$ cat config.mk
export PLATFORM = sky130hd
export DESIGN_NAME = wait_graph_cycle_detector_top
export DESIGN_NICKNAME = d
export VERILOG_FILES = /design/src/sv/wgcd_pkg.sv /design/src/sv/wgcd_adj_mem.sv /design/src/sv/wgcd_stack_mem.sv /design/src/sv/wait_graph_cycle_detector_top.sv
export SDC_FILE = /design/constraint.sdc
export NUM_CORES = 1
export LEC_CHECK = 0
export BUFFER_PORTS_ARGS = -buffer_cell sky130_fd_sc_hd__buf_2
export CAP_MARGIN = 30
export CORE_ASPECT_RATIO = 0.8
export CORE_MARGIN = 4
export CORE_UTILIZATION = 30
export DETAILED_ROUTE_END_ITERATION = 16
export HOLD_SLACK_MARGIN = 0.15
export PLACE_DENSITY_LB_ADDON = 0.05
export SLEW_MARGIN = 40
export SYNTH_ARGS = -nofsm -noshare
export SYNTH_HDL_FRONTEND = slang
export SYNTH_SLANG_ARGS = --single-unit
$ cat constraint.sdc
create_clock -name clk_i -period 6.34 [get_ports clk_i]
set_clock_uncertainty 0.1 [all_clocks]
set_input_delay 0 -clock clk_i [delete_from_list [all_inputs] [get_ports clk_i]]
set_output_delay 0 -clock clk_i [all_outputs]
set_load 0.05 [all_outputs]
$ cat src/sv/wgcd_pkg.sv
package wgcd_pkg;

  // Graph size and derived widths
  localparam int NODE_COUNT = 16;
  localparam int NODE_W     = (NODE_COUNT > 1) ? $clog2(NODE_COUNT) : 1;
  localparam int SP_W       = $clog2(NODE_COUNT + 1);
  localparam int FIELD_W    = 4;

  typedef logic [NODE_COUNT-1:0] row_t;
  typedef logic [NODE_W-1:0]     node_t;
  typedef logic [SP_W-1:0]       sp_t;

  typedef enum logic [2:0] {
    S_IDLE,
    S_EDGE_WR,
    S_ROOT,
    S_SCAN,
    S_POP,
    S_DONE
  } state_e;

  // Adjacency memory access
  typedef struct packed {
    logic  rd_en;
    node_t rd_addr;
    logic  wr_en;
    node_t wr_addr;
    row_t  wr_data;
  } adj_req_t;

  // Search stack access
  typedef struct packed {
    logic  rd_en;
    node_t rd_addr;
    logic  wr_en;
    node_t wr_addr;
    node_t wr_data;
  } stk_req_t;

  // Index of the lowest set bit, zero when none is set
  function automatic node_t lowest_set(row_t vec);
    node_t idx;
    idx = '0;
    for (int i = NODE_COUNT - 1; i >= 0; i--) begin
      if (vec[i]) begin
        idx = node_t'(i);
      end
    end
    return idx;
  endfunction

endpackage

$ cat src/sv/wgcd_adj_mem.sv
module wgcd_adj_mem (
  input  logic              clk_i,
  input  logic              rst_ni,
  input  wgcd_pkg::adj_req_t req_i,
  output wgcd_pkg::row_t     rd_data_o
);
  import wgcd_pkg::*;

  row_t mem_q [NODE_COUNT];
  row_t row_vld_q;
  row_t rd_raw_q;
  logic rd_vld_q;

  // Rows never written read as empty
  always_ff @(posedge clk_i or negedge rst_ni) begin
    if (!rst_ni) begin
      row_vld_q <= '0;
      rd_vld_q  <= 1'b0;
    end else begin
      if (req_i.wr_en) begin
        row_vld_q[req_i.wr_addr] <= 1'b1;
      end
      if (req_i.rd_en) begin
        rd_vld_q <= row_vld_q[req_i.rd_addr];
      end
    end
  end

  always_ff @(posedge clk_i) begin
    if (req_i.wr_en) begin
      mem_q[req_i.wr_addr] <= req_i.wr_data;
    end
    if (req_i.rd_en) begin
      rd_raw_q <= mem_q[req_i.rd_addr];
    end
  end

  assign rd_data_o = rd_vld_q ? rd_raw_q : '0;

endmodule

$ cat src/sv/wgcd_stack_mem.sv
module wgcd_stack_mem (
  input  logic               clk_i,
  input  wgcd_pkg::stk_req_t req_i,
  output wgcd_pkg::node_t    rd_data_o
);
  import wgcd_pkg::*;

  node_t mem_q [NODE_COUNT];
  node_t rd_q;

  always_ff @(posedge clk_i) begin
    if (req_i.wr_en) begin
      mem_q[req_i.wr_addr] <= req_i.wr_data;
    end
    if (req_i.rd_en) begin
      rd_q <= mem_q[req_i.rd_addr];
    end
  end

  assign rd_data_o = rd_q;

endmodule

$ cat src/sv/wait_graph_cycle_detector_top.sv
// Wait-for graph deadlock detector.
//
// Input channel (in_valid_i / in_ready_o): one request names a directed edge
// from_node_i -> to_node_i. The edge is OR-ed into the adjacency matrix; edges
// naming a node outside the graph are dropped, but the search still runs.
// Output channel (out_valid_o / out_ready_i): one result per request,
// cycle_found_o = 1 when the graph now holds a directed cycle (self-loop too).
//
// Operation: the source row is read on acceptance and written back in the
// next cycle; a depth-first search follows, one adjacency row read per cycle,
// spending time on each root tried, each search tree, each pushed node and
// each pop back to a parent; the single read port sets the pace. One request
// is in flight.
// A finished result sits in an output register, so the next request is taken
// while the receiver stalls; if the previous result is still unread when the
// search ends, the block holds in its done state until the slot frees.
// Reset empties the graph (per-row valid flags, no clearing pass) and leaves
// the block ready at once.
module wait_graph_cycle_detector_top (
  input  logic                          clk_i,
  input  logic                          rst_ni,
  input  logic                          in_valid_i,
  output logic                          in_ready_o,
  input  logic [wgcd_pkg::FIELD_W-1:0]  from_node_i,
  input  logic [wgcd_pkg::FIELD_W-1:0]  to_node_i,
  output logic                          out_valid_o,
  input  logic                          out_ready_i,
  output logic                          cycle_found_o
);
  import wgcd_pkg::*;

  state_e state_q, state_d;

  logic [FIELD_W-1:0] from_q, from_d;
  logic [FIELD_W-1:0] to_q, to_d;
  row_t  visited_q, visited_d;
  row_t  on_path_q, on_path_d;
  node_t root_q, root_d;
  node_t top_q, top_d;
  sp_t   sp_q, sp_d;
  logic  found_q, found_d;
  logic  out_valid_q, out_valid_d;
  logic  cycle_q, cycle_d;

  adj_req_t adj_req;
  stk_req_t stk_req;
  row_t     adj_row;
  node_t    stk_node;

  logic  edge_ok;
  logic  root_last;
  logic  back_hit;
  row_t  fresh;
  node_t next_node;
  logic  out_free;

  wgcd_adj_mem u_adj (
    .clk_i    (clk_i),
    .rst_ni   (rst_ni),
    .req_i    (adj_req),
    .rd_data_o(adj_row)
  );

  wgcd_stack_mem u_stack (
    .clk_i    (clk_i),
    .req_i    (stk_req),
    .rd_data_o(stk_node)
  );

  assign edge_ok   = (int'(from_q) < NODE_COUNT) && (int'(to_q) < NODE_COUNT);
  assign root_last = (root_q == node_t'(NODE_COUNT - 1));
  // Any edge into the current path closes a cycle
  assign back_hit  = |(adj_row & on_path_q);
  assign fresh     = adj_row & ~visited_q;
  assign next_node = lowest_set(fresh);
  assign out_free  = !out_valid_q || out_ready_i;

  // Next state
  always_comb begin
    state_d = state_q;
    unique case (state_q)
      S_IDLE: begin
        if (in_valid_i) begin
          state_d = S_EDGE_WR;
        end
      end
      S_EDGE_WR: state_d = S_ROOT;
      S_ROOT: begin
        if (!visited_q[root_q]) begin
          state_d = S_SCAN;
        end else if (root_last) begin
          state_d = S_DONE;
        end
      end
      S_SCAN: begin
        if (back_hit) begin
          state_d = S_DONE;
        end else if (fresh == '0) begin
          state_d = (sp_q > sp_t'(1)) ? S_POP : S_ROOT;
        end
      end
      S_POP: state_d = S_SCAN;
      S_DONE: begin
        if (out_free) begin
          state_d = S_IDLE;
        end
      end
      default: state_d = S_IDLE;
    endcase
  end

  // Datapath and memory requests
  always_comb begin
    from_d    = from_q;
    to_d      = to_q;
    visited_d = visited_q;
    on_path_d = on_path_q;
    root_d    = root_q;
    top_d     = top_q;
    sp_d      = sp_q;
    found_d   = found_q;
    adj_req   = '0;
    stk_req   = '0;

    unique case (state_q)
      S_IDLE: begin
        if (in_valid_i) begin
          from_d          = from_node_i;
          to_d            = to_node_i;
          adj_req.rd_en   = 1'b1;
          adj_req.rd_addr = node_t'(from_node_i);
        end
      end
      S_EDGE_WR: begin
        adj_req.wr_en   = edge_ok;
        adj_req.wr_addr = node_t'(from_q);
        adj_req.wr_data = adj_row | (row_t'(1) << node_t'(to_q));
        visited_d       = '0;
        on_path_d       = '0;
        root_d          = '0;
        sp_d            = '0;
        found_d         = 1'b0;
      end
      S_ROOT: begin
        if (!visited_q[root_q]) begin
          visited_d[root_q] = 1'b1;
          on_path_d[root_q] = 1'b1;
          stk_req.wr_en     = 1'b1;
          stk_req.wr_addr   = '0;
          stk_req.wr_data   = root_q;
          sp_d              = sp_t'(1);
          top_d             = root_q;
          adj_req.rd_en     = 1'b1;
          adj_req.rd_addr   = root_q;
        end else if (!root_last) begin
          root_d = root_q + node_t'(1);
        end
      end
      S_SCAN: begin
        if (back_hit) begin
          found_d = 1'b1;
        end else if (fresh != '0) begin
          visited_d[next_node] = 1'b1;
          on_path_d[next_node] = 1'b1;
          stk_req.wr_en        = 1'b1;
          stk_req.wr_addr      = sp_q[NODE_W-1:0];
          stk_req.wr_data      = next_node;
          sp_d                 = sp_q + sp_t'(1);
          top_d                = next_node;
          adj_req.rd_en        = 1'b1;
          adj_req.rd_addr      = next_node;
        end else begin
          on_path_d[top_q] = 1'b0;
          sp_d             = sp_q - sp_t'(1);
          if (sp_q > sp_t'(1)) begin
            stk_req.rd_en   = 1'b1;
            stk_req.rd_addr = node_t'(sp_q - sp_t'(2));
          end
        end
      end
      S_POP: begin
        top_d           = stk_node;
        adj_req.rd_en   = 1'b1;
        adj_req.rd_addr = stk_node;
      end
      S_DONE: ;
      default: ;
    endcase
  end

  // Output register
  always_comb begin
    out_valid_d = out_valid_q;
    cycle_d     = cycle_q;
    if (out_valid_q && out_ready_i) begin
      out_valid_d = 1'b0;
    end
    if (state_q == S_DONE && out_free) begin
      out_valid_d = 1'b1;
      cycle_d     = found_q;
    end
  end

  always_ff @(posedge clk_i or negedge rst_ni) begin
    if (!rst_ni) begin
      state_q     <= S_IDLE;
      out_valid_q <= 1'b0;
      visited_q   <= '0;
      on_path_q   <= '0;
      root_q      <= '0;
      sp_q        <= '0;
      found_q     <= 1'b0;
    end else begin
      state_q     <= state_d;
      out_valid_q <= out_valid_d;
      visited_q   <= visited_d;
      on_path_q   <= on_path_d;
      root_q      <= root_d;
      sp_q        <= sp_d;
      found_q     <= found_d;
    end
  end

  always_ff @(posedge clk_i) begin
    from_q  <= from_d;
    to_q    <= to_d;
    top_q   <= top_d;
    cycle_q <= cycle_d;
  end

  assign in_ready_o    = (state_q == S_IDLE);
  assign out_valid_o   = out_valid_q;
  assign cycle_found_o = cycle_q;

  // Stack depth stays within the node count
  assert property (@(posedge clk_i) disable iff (!rst_ni)
    int'(sp_q) <= NODE_COUNT)
    else $error("search stack overflow");

  // Nodes on the path are always visited
  assert property (@(posedge clk_i) disable iff (!rst_ni)
    (on_path_q & ~visited_q) == '0)
    else $error("on-path node not marked visited");

  // Scanning needs a live stack top
  assert property (@(posedge clk_i) disable iff (!rst_ni)
    (state_q == S_SCAN || state_q == S_POP) |-> (sp_q != '0))
    else $error("scan with empty stack");

  // A result only appears after the done state
  assert property (@(posedge clk_i) disable iff (!rst_ni)
    $rose(out_valid_q) |-> $past(state_q == S_DONE))
    else $error("result without finished search");

endmodule

==> results of run 1 <==
## registers in the layout, indices dropped and copies added (netlist names), 3 cells and up
name and count:
visited_q 16, u_stack.rd_data_o 4, to_q 4, state_q 3, u_adj.row_vld_q 16, sp_q 5, root_q 4, top_q 4
u_stack.mem_q 64, on_path_q 16, u_adj.mem_q 256, from_q 4, u_adj.rd_raw_q 16
## synthesized netlist by cell type, drive strengths merged (7+ instances only)
master	count
ha	10
o31a	16
dfrtp	63
a22o	15
nand3	20
and3	76
a31oi	11
a21oi	96
clkbuf	52
and2	11
o41ai	7
o21ai	46
inv	17
mux2	18
nor4	19
nor2b	18
a211oi	67
nor2	90
nand2b	12
buf	38
mux4	11
a221oi	40
a22oi	15
or2	22
mux2i	41
or3	7
nor3	14
nand4	7
edfxtp	353
o22ai	12
nand2	101
## area by class of cell
class | count | area [sq um] | share of cell area (%)
Clock buffer | 59 | 1230 | 5.73
Clock inverter | 24 | 189 | 0.880
Sequential cell | 416 | 12200 | 56.7
Inverter | 17 | 63.8 | 0.297
Tap cell | 830 | 1040 | 4.84
Timing Repair Buffer | 88 | 757 | 3.53
Multi-Input combinational cell | 875 | 6020 | 28.0
## worst max-delay path, stage by stage (launching register included)
cell and delay, ps:
dfrtp_1 740, mux2i_1 160, a31oi_1 400, a31oi_4 150, nand3_1 140, o21a_2 530, and2_4 720, buf_4 340
mux2i_1 120, a221oi_1 610, o31a_1 250
## cells in the final DEF, fill, tap and decap left out, types with 15 or more instances in the layout
| cell | Yosys | routed |
|---|---|---|
| a21oi_1 | 95 | 94 |
| mux2i_1 | 41 | 41 |
| dlygate4sd3_1 | 0 | 21 |
| buf_4 | 8 | 46 |
| inv_1 | 17 | 17 |
| a22o_1 | 15 | 15 |
| nand3_1 | 18 | 18 |
| nand2_1 | 101 | 99 |
| dfrtp_1 | 63 | 62 |
| or2_2 | 21 | 21 |
| nor2_1 | 90 | 70 |
| a22oi_1 | 15 | 15 |
| o31a_1 | 16 | 16 |
| nor4_1 | 18 | 18 |
| a221oi_1 | 40 | 40 |
| clkbuf_16 | 0 | 47 |
| edfxtp_1 | 353 | 353 |
| and3_1 | 76 | 76 |
| mux2_2 | 18 | 18 |
| a211oi_1 | 67 | 67 |
| nor2b_1 | 16 | 16 |
| o21ai_0 | 42 | 39 |
## stage by stage
stage               hold slack (ps)  util (%)  instances
floorplan                      -396         -       1398
global placement                117      32.2       2200
detailed placement             56.9      32.4       2205
CTS                             160      35.1       2309
global route                    207      35.1       2309
finish                          178      35.1       2309
## worst max-delay path by stage
stage                       from                   end  slack [ps]
2_1_floorplan  u_adj.rd_raw_q[1]  u_stack.rd_data_o[0]        2920
6_report               root_q[1]     u_adj.rd_raw_q[3]        1860
3_3_place_gp      u_adj.rd_vld_q     u_adj.rd_raw_q[3]        1590
4_1_cts               state_q[1]  u_stack.rd_data_o[0]        1850
3_5_place_dp          state_q[1]  u_stack.rd_data_o[0]        1880
5_1_grt               state_q[1]  u_stack.rd_data_o[1]        1600
## per-layer routing
metal | GRT usage, % | up-vias | part of all wire [%]
met4 | 3.66 | 0 | 1.6
met5 | 0 | - | 0
met2 | 26.3 | 338 | 43
met3 | 3.59 | 66 | 5.4
li1 | - | 5568 | -
met1 | 28.0 | 6348 | 50
## cells by family after synthesis
family                   count (synthesis)  share of synthesized area [%]
flip-flops                             416                           65.4
buffers and inverters                  107                           2.97
AO/OA/AOI/OAI                          376                           14.3
adder cells (fa/ha/maj)                 10                          0.672
AND/OR/NAND/NOR                        412                           11.7
multiplexers                            70                           4.65
XOR/XNOR                                 7                          0.330
## report_power, final
part	leakage (nW)	total (mW)	internal (mW)	switching, mW
sequential	4.08	3.90	3.52	0.380
clock	0.697	2.60	1.49	1.11
combinational	2.66	4.29	1.40	2.89
total	7.44	10.8	6.41	4.38
==> reports/metrics.cfg, run 1 <==
[worst_hold_path]
hold_class=in -> reg
min_from=out_ready_i
holdPathStages=4
hold_end=state_q[2]

[clocking]
cts_made_buffers=46
cts.clk_slew.worst_paths_ps=60
post_cts_resized=0
root_buffer=clkbuf_16
cts_tree=built
clockBufferDepth=3
postCtsSetupRepairBufs=0
clk_latency_ps=580
htree_levels=2
cts.sinks=416
holdBufCountCts=21

[floorplanning]
core_area_sq_um=61200
dieArea_sq_um=66100
std_cell_rows=81
die_w_microns=286
chipHeight_microns=231
start_util_pct=30.4
io_pins=15

[logic_synthesis]
synthFlopType=edfxtp_1
synth_edf_count=353
synth-seq-cells=416
synth_top_area_share_pct=57.0
ys_seq_area_share_pct=65.4
synth_area_per_cell_sq_um=13.3
ys_top_cells_by_area=edfxtp_1 57%, dfrtp_1 8.5%, a211oi_1 2.7%, a21oi_1 2.6%, and3_1 2.6%
syn_inst=1398
syn_nets=1420
synth_top_area_cell=edfxtp_1
synth_warnings=0
syn_area_sq_um=18600
async_flop_share_pct=15.1
synth_cell_types=78

[pwr]
power.total_mw=10.8
total_leakage_power_nw=7.44
power_density_nw_per_um2=502
ir_worst_vdd_mv=0.201

[route]
drc=0
wl_per_cell_microns=26.2
wirelength_microns=60400
vias=12300
dr.pass1.iters=6
drt_iter0_drc=1167
ant_nets=0
viasPerCell=5.34

[setup_path]
r2r_cells=10
arrival_ps=4810
path_class=reg -> reg
end_kind=flip-flop
rrSetupSlack_ps=1860
cp.required_ps=6660
start_kind=flip-flop
timing.rr.start=root_q[1]
cp_max_fo=38
r2r_end=u_adj.rd_raw_q[3]

[layout]
layout-drive-gt1-share_pct=15.6
area_growth_pct=15.4
antenna_cells=0
nNetsFinal=1466
fillers=6040
final_area_sq_um=21500

[grt]
grt_usage_pct=18.1
grt_pass1_vias=12300
overflow=0
grt_pass1_wl_microns=88400
grt_max_degree=68
antenna_found_initial=0

[placed_design]
pre_cts_ws_ps=1880
place_area_sq_um=19800
hpwl_microns=38800
io_buffer_count=14
gp_congestion=0.829

[timing]
clock.fmax_mhz=223
finalSetupViolCount=0
setup-tns-final_ps=0
hold_viol=0
maxSlewHeadroom_pct=42.5
rsz0062_at_grt=false
slew_viol_final=0
tightest_slew_ps=856
period_share_pct=70.7
setup_slack_ps=1860
fin_crit_ps=4480

[job]
max_cap_violations=0

[outcome]
status=completed

(Power assumes the default switching activity.)
==> run 2, diff against run 1 <==
==> constraint.sdc (replaced) <==
create_clock -name clk_i -period 3.6 [get_ports clk_i]
set_clock_uncertainty 0.1 [all_clocks]
set_input_delay 0 -clock clk_i [delete_from_list [all_inputs] [get_ports clk_i]]
set_output_delay 0 -clock clk_i [all_outputs]
set_load 0.05 [all_outputs]
==> reports/metrics.cfg, run 2 (same netlist as run 1, synthesis figures left out) <==
[layout]
final_cell_mix=353 x edfxtp_1, 140 x buf_4, 98 x nand2_1  ; was 353 x edfxtp_1, 99 x nand2_1, 94 x a21oi_1
top_regs=u_adj.mem_q x256, u_stack.mem_q x64  ; unchanged
finalNonFillerCells=2421  ; was 2309
top_register=u_adj.mem_q  ; unchanged
nNetsFinal=1575  ; was 1466
mostFrequentLayoutCell=edfxtp_1  ; unchanged
antenna_cells=0  ; unchanged
area_growth_pct=21.4  ; was 15.4%
largest_reg_flops=256  ; unchanged
layout-drive-gt1-share_pct=22.4  ; was 15.6%

[setup_path]
arrival_ps=3770  ; was 4810 ps
crit_slowest_cell=mux4_2  ; was dfrtp_1
slowest_delay_ps=550  ; was 740 ps
cp_max_fo=6  ; was 38
path_class=reg -> reg  ; unchanged
critical_path.cell_chain=nor2b_4 > or4_4 > o21ai_4 > and2_4 > and3_4 > nor2b_4 > mux4_2 > and3_1 > a221o_1  ; was mux2i_1 > a31oi_1 > a31oi_4 > nand3_1 > o21a_2 > and2_4 > buf_4 > mux2i_1 > a221oi_1 > o31a_1
rrSetupSlack_ps=50  ; was 1860 ps
r2r_cells=9  ; was 10
critPathMostFrequentCell=nor2b_4  ; was mux2i_1
startpoint=u_adj.rd_raw_q[4]  ; was root_q[1]
crit_end=u_stack.rd_data_o[2]  ; was u_adj.rd_raw_q[3]
end_kind=flip-flop  ; unchanged
start_kind=flip-flop  ; unchanged
r2r_end=u_stack.rd_data_o[2]  ; was u_adj.rd_raw_q[3]
cp.required_ps=3820  ; was 6660 ps
timing.rr.start=u_adj.rd_raw_q[4]  ; was root_q[1]

[route]
vias=12700  ; was 12300
dr.pass1.iters=5  ; was 6
wirelength_microns=60400  ; about the same
ant_nets=0  ; unchanged
wl_per_cell_microns=25.0  ; was 26.2 microns
drc=0  ; unchanged
viasPerCell=5.25  ; was 5.34
drt_iter0_drc=1058  ; was 1167

[grt]
grt_pass1_wl_microns=88200  ; was 88400 microns
grt_pass1_vias=12500  ; was 12300
grt_max_degree=35  ; was 68
antenna_found_initial=1  ; was 0
overflow=0  ; unchanged
grt_usage_pct=17.9  ; was 18.1%

[clocking]
cts_tree=built  ; unchanged
root_buffer=clkbuf_16  ; unchanged
cts.sinks=416  ; unchanged
htree_levels=2  ; unchanged
cts_made_buffers=46  ; unchanged
cts.clk_slew.worst_paths_ps=60  ; about the same
clk_latency_ps=590  ; was 580 ps
clockBufferDepth=3  ; unchanged

[placed_design]
io_buffer_count=14  ; unchanged
gp_congestion=0.815  ; was 0.829
hpwl_microns=40300  ; was 38800 microns
dp_cells=2297  ; was 2205

[timing]
clock.fmax_mhz=282  ; was 223 MHz
fin_crit_ps=3550  ; was 4480 ps
maxSlewHeadroom_pct=54.9  ; was 42.5%
rsz0062_at_grt=true  ; was false
hold_viol=0  ; unchanged
period_share_pct=98.6  ; was 70.7%
tightest_slew_ps=675  ; was 856 ps
slew_viol_final=0  ; unchanged
setup-tns-final_ps=0  ; unchanged
finalSetupViolCount=0  ; unchanged

[pwr]
ir_worst_vdd_mv=0.332  ; was 0.201 mV
total_leakage_power_nw=8.17  ; was 7.44 nW
power_density_nw_per_um2=896  ; was 502 nW/um^2

[floorplanning]
start_util_pct=30.4  ; unchanged
io_pins=15  ; unchanged
dieArea_sq_um=66100  ; unchanged
core_area_sq_um=61200  ; unchanged
std_cell_rows=81  ; unchanged
die_w_microns=286  ; unchanged
chipHeight_microns=231  ; unchanged

[worst_hold_path]
hold_class=in -> reg  ; unchanged

[job]
max_cap_violations=0  ; unchanged

[outcome]
status=completed  ; unchanged

## run 2: cell count changes in the layout (fill, tap and decap cells not counted), sizes merged
cell and delta:
bufinv -1, clkbuf +12, clkinvlp -1, inv +1
buf +108, clkinv -7
## run 2: final cells by class
class / count / area, sq um
well taps: 830 / 1040
inverters: 17 / 63.8
clock inverters: 16 / 145
fillers: 5974 / 38600
clock buffers: 70 / 1330
flip-flops and latches: 416 / 12200
repair buffers: 197 / 1760
multi-input cells: 875 / 6080
## run 2: power breakdown
group / internal [mW] / switching, mW / total [mW]
clock: 2.70 / 1.97 / 4.67
combinational: 3.51 / 5.38 / 8.89
sequential: 6.17 / 0.505 / 6.68
## run 2: what timing repair did
action | CTS | global route
pin swaps | 1 | 6
buffers inserted | 7 | 8
hold endpoints to repair | 84 | 0
resized for setup | 8 | 24
gates cloned | 0 | 1
hold buffers | 22 | 0
setup endpoints to repair | 11 | 15
## run 2: per-stage QoR
stage          cell area, sq um  worst slack (ps)  util (%)  total power [mW]  hold WS [ps]
3_3_place_gp              20600              -166      33.6              15.2         -83.0
4_1_cts                   22400             -7.85      36.5              20.1           165
6_report                  22600              49.9      36.9              20.2           192
3_5_place_dp              20600              -172      33.6              15.2         -75.1
5_1_grt                   22600             -49.1      36.9              21.3           194
2_1_floorplan             18600               176         -              11.7          -396
## run 2: worst max-delay path: cells and delay by family (launching register included)
kind,cells,cell delay (ps)
DFF,1,530
muxes,1,550
AOI/OAI and AO/OA,2,480
and+or+nand+nor,6,1610
## run 2: routing by layer
metal / track usage, % / routed length [microns]
met1: 28.6 / 31200
met2: 25.8 / 25700
met3: 2.55 / 2670
met4: 3.48 / 841
met5: 0 / 0
## run 2: worst min path at each step
stage,startpoint,to,cells after the start
after floorplan,rst_ni,found_q,0
final,out_ready_i,state_q[2],4
after global routing,out_ready_i,state_q[2],4
after detailed placement,rst_ni,on_path_q[9],1
after CTS,out_ready_i,state_q[2],4
after global placement,rst_ni,on_path_q[4],1
==> run 3, diff against run 2 <==
--- a/config.mk
+++ b/config.mk
@@ -12,7 +12,6 @@
 export CORE_UTILIZATION = 30
 export DETAILED_ROUTE_END_ITERATION = 16
 export HOLD_SLACK_MARGIN = 0.15
-export PLACE_DENSITY_LB_ADDON = 0.05
 export SLEW_MARGIN = 40
 export SYNTH_ARGS = -nofsm -noshare
 export SYNTH_HDL_FRONTEND = slang
==> reports/metrics.cfg, run 3 (same netlist as run 1, synthesis figures left out) <==
[layout]
final_cell_mix=353 x edfxtp_1, 121 x buf_4, 100 x nand2_1  ; was 353 x edfxtp_1, 140 x buf_4, 98 x nand2_1
antenna_cells=0  ; unchanged
layout-drive-gt1-share_pct=19.8  ; was 22.4%
multi_input_area_sq_um=5970  ; was 6080 sq um
final-seq-area_sq_um=12200  ; unchanged
fillers=5918  ; was 5974
nNetsFinal=1546  ; was 1575
largest_reg_flops=256  ; unchanged
top_regs=u_adj.mem_q x256, u_stack.mem_q x64  ; unchanged
area_growth_pct=18.7  ; was 21.4%
mostFrequentLayoutCell=edfxtp_1  ; unchanged
top_register=u_adj.mem_q  ; unchanged

[setup_path]
start_kind=flip-flop  ; unchanged
arrival_ps=3750  ; was 3770 ps
r2r_end=u_stack.rd_data_o[0]  ; was u_stack.rd_data_o[2]
timing.rr.start=u_adj.rd_raw_q[3]  ; was u_adj.rd_raw_q[4]
cp.required_ps=3830  ; was 3820 ps
rrSetupSlack_ps=80  ; was 50 ps
path_class=reg -> reg  ; unchanged
r2r_cells=9  ; unchanged
end_kind=flip-flop  ; unchanged
cp_max_fo=6  ; unchanged

[clocking]
cts_made_buffers=44  ; was 46
root_buffer=clkbuf_16  ; unchanged
cts.clk_slew.worst_paths_ps=60  ; about the same
cts.sinks=416  ; unchanged
clockBufferDepth=3  ; unchanged
htree_levels=2  ; unchanged
cts_tree=built  ; unchanged
clk_latency_ps=580  ; was 590 ps

[timing]
slew_viol_final=0  ; unchanged
fin_crit_ps=3520  ; was 3550 ps
tightest_slew_ps=790  ; was 675 ps
holdWs_ps=205  ; was 192 ps
clock.fmax_mhz=284  ; was 282 MHz
finalSetupViolCount=0  ; unchanged
setup-tns-final_ps=0  ; unchanged
hold_viol=0  ; unchanged
rsz0062_at_grt=false  ; was true
maxSlewHeadroom_pct=47.1  ; was 54.9%
period_share_pct=97.8  ; was 98.6%

[floorplanning]
dieArea_sq_um=66100  ; unchanged
io_pins=15  ; unchanged
start_util_pct=30.4  ; unchanged
die_w_microns=286  ; unchanged
std_cell_rows=81  ; unchanged
chipHeight_microns=231  ; unchanged
core_area_sq_um=61200  ; unchanged

[pwr]
total_leakage_power_nw=7.91  ; was 8.17 nW
intPower_mw=11.7  ; was 12.4 mW
power_density_nw_per_um2=859  ; was 896 nW/um^2
ir_worst_vdd_mv=0.410  ; was 0.332 mV
p_sw_mw=7.31  ; was 7.85 mW
power_frac_seq_pct=34.9  ; was 33.0%
comb_power_share_pct=42.1  ; was 43.9%
clock_power_share_pct=23.0  ; was 23.1%
p_sw_share_pct=38.5  ; was 38.8%

[grt]
grt_max_degree=68  ; was 35
grt_pass1_vias=12700  ; was 12500
grt_pass1_wl_microns=80300  ; was 88200 microns
overflow=0  ; unchanged
grt_usage_pct=15.8  ; was 17.9%
antenna_found_initial=0  ; was 1

[route]
routed-wl-met2_microns=22900  ; was 25700 microns
viasPerCell=5.37  ; was 5.25
met3_length_microns=4160  ; was 2670 microns
dr.pass1.iters=6  ; was 5
wl_per_cell_microns=22.3  ; was 25.0 microns
wirelength_microns=53200  ; was 60400 microns
top_layer=met4  ; unchanged
wl_met1_microns=25100  ; was 31200 microns
drt_iter0_drc=1323  ; was 1058
ant_nets=0  ; unchanged
drc=0  ; unchanged
vias=12800  ; was 12700

[job]
max_cap_violations=0  ; unchanged

[worst_hold_path]
hold_end=state_q[2]  ; unchanged
min_from=out_ready_i  ; unchanged
holdPathStages=4  ; unchanged
hold_class=in -> reg  ; unchanged

[placed_design]
hpwl_microns=35200  ; was 40300 microns
io_buffer_count=14  ; unchanged
gp_congestion=0.921  ; was 0.815

[outcome]
status=completed  ; unchanged

## run 3: cell count changes in the layout (fill, tap and decap cells not counted), sizes merged
cell,previous run,this run
inv,19,17
clkbuf,71,54
clkinvlp,0,2
buf,175,149
clkinv,12,21
## run 3: worst max-delay path by stage
stage / from / endpoint / cells past startpoint
2_1_floorplan: u_adj.rd_raw_q[1] / u_stack.rd_data_o[0] / 12
3_3_place_gp: u_adj.rd_raw_q[1] / u_stack.rd_data_o[2] / 9
3_5_place_dp: u_adj.rd_raw_q[12] / u_stack.rd_data_o[2] / 9
4_1_cts: u_adj.rd_raw_q[12] / u_stack.rd_data_o[2] / 9
5_1_grt: u_adj.rd_raw_q[2] / u_adj.rd_raw_q[8] / 11
6_report: u_adj.rd_raw_q[3] / u_stack.rd_data_o[0] / 9
## run 3: worst max-delay path: stages, from the launching register on
cell and delay (ps):
edfxtp_1 480, nor2b_1 220, or4_4 530, o21ai_4 180, and2_4 210, and3_1 220, nor2b_4 290, mux4_1 580
and3_1 210, a221o_1 250
## run 3: power groups by stage
stage	clock [mW]	sequential [mW]	combinational [mW]
2_1_floorplan	0	6.57	5.09
3_3_place_gp	0	6.70	7.69
3_5_place_dp	0	6.70	7.76
4_1_cts	4.47	6.61	7.83
5_1_grt	4.66	6.67	8.60
6_report	4.36	6.63	7.98
## run 3: final cells by class
| cell class | instances | share of cell area [%] |
|---|---|---|
| Clock inverter | 25 | 0.958 |
| Multi-Input combinational cell | 875 | 27.0 |
| Timing Repair Buffer | 170 | 6.61 |
| Sequential cell | 416 | 55.1 |
| Tap cell | 830 | 4.70 |
| Inverter | 17 | 0.289 |
| Clock buffer | 54 | 5.25 |
## run 3: layer usage
| metal | track usage (%) | up-vias |
|---|---|---|
| met5 | 0 | - |
| met4 | 3.74 | 0 |
| met3 | 2.80 | 78 |
| met2 | 23.3 | 524 |
| met1 | 24.2 | 6497 |
| li1 | - | 5729 |
## run 3: repair_timing
item                                    4_1_cts  5_1_grt
gates resized for setup                       0        7
endpoints found under the setup margin        0       15
buffers inserted                              0        4
hold buffers                                 22        0
hold endpoints to repair                    101        0
## run 3: metrics by stage
step | instance area, sq um | instances | util [%] | setup slack (ps) | power [mW]
6_report | 22100 | 2387 | 36.1 | 79.9 | 19.0
5_1_grt | 22100 | 2387 | 36.1 | 0.238 | 19.9
4_1_cts | 22000 | 2383 | 36.0 | 44.6 | 18.9
3_5_place_dp | 20400 | 2282 | 33.4 | 57.0 | 14.5
3_3_place_gp | 20400 | 2282 | 33.4 | 140 | 14.4
2_1_floorplan | 18600 | 1398 | - | 176 | 11.7
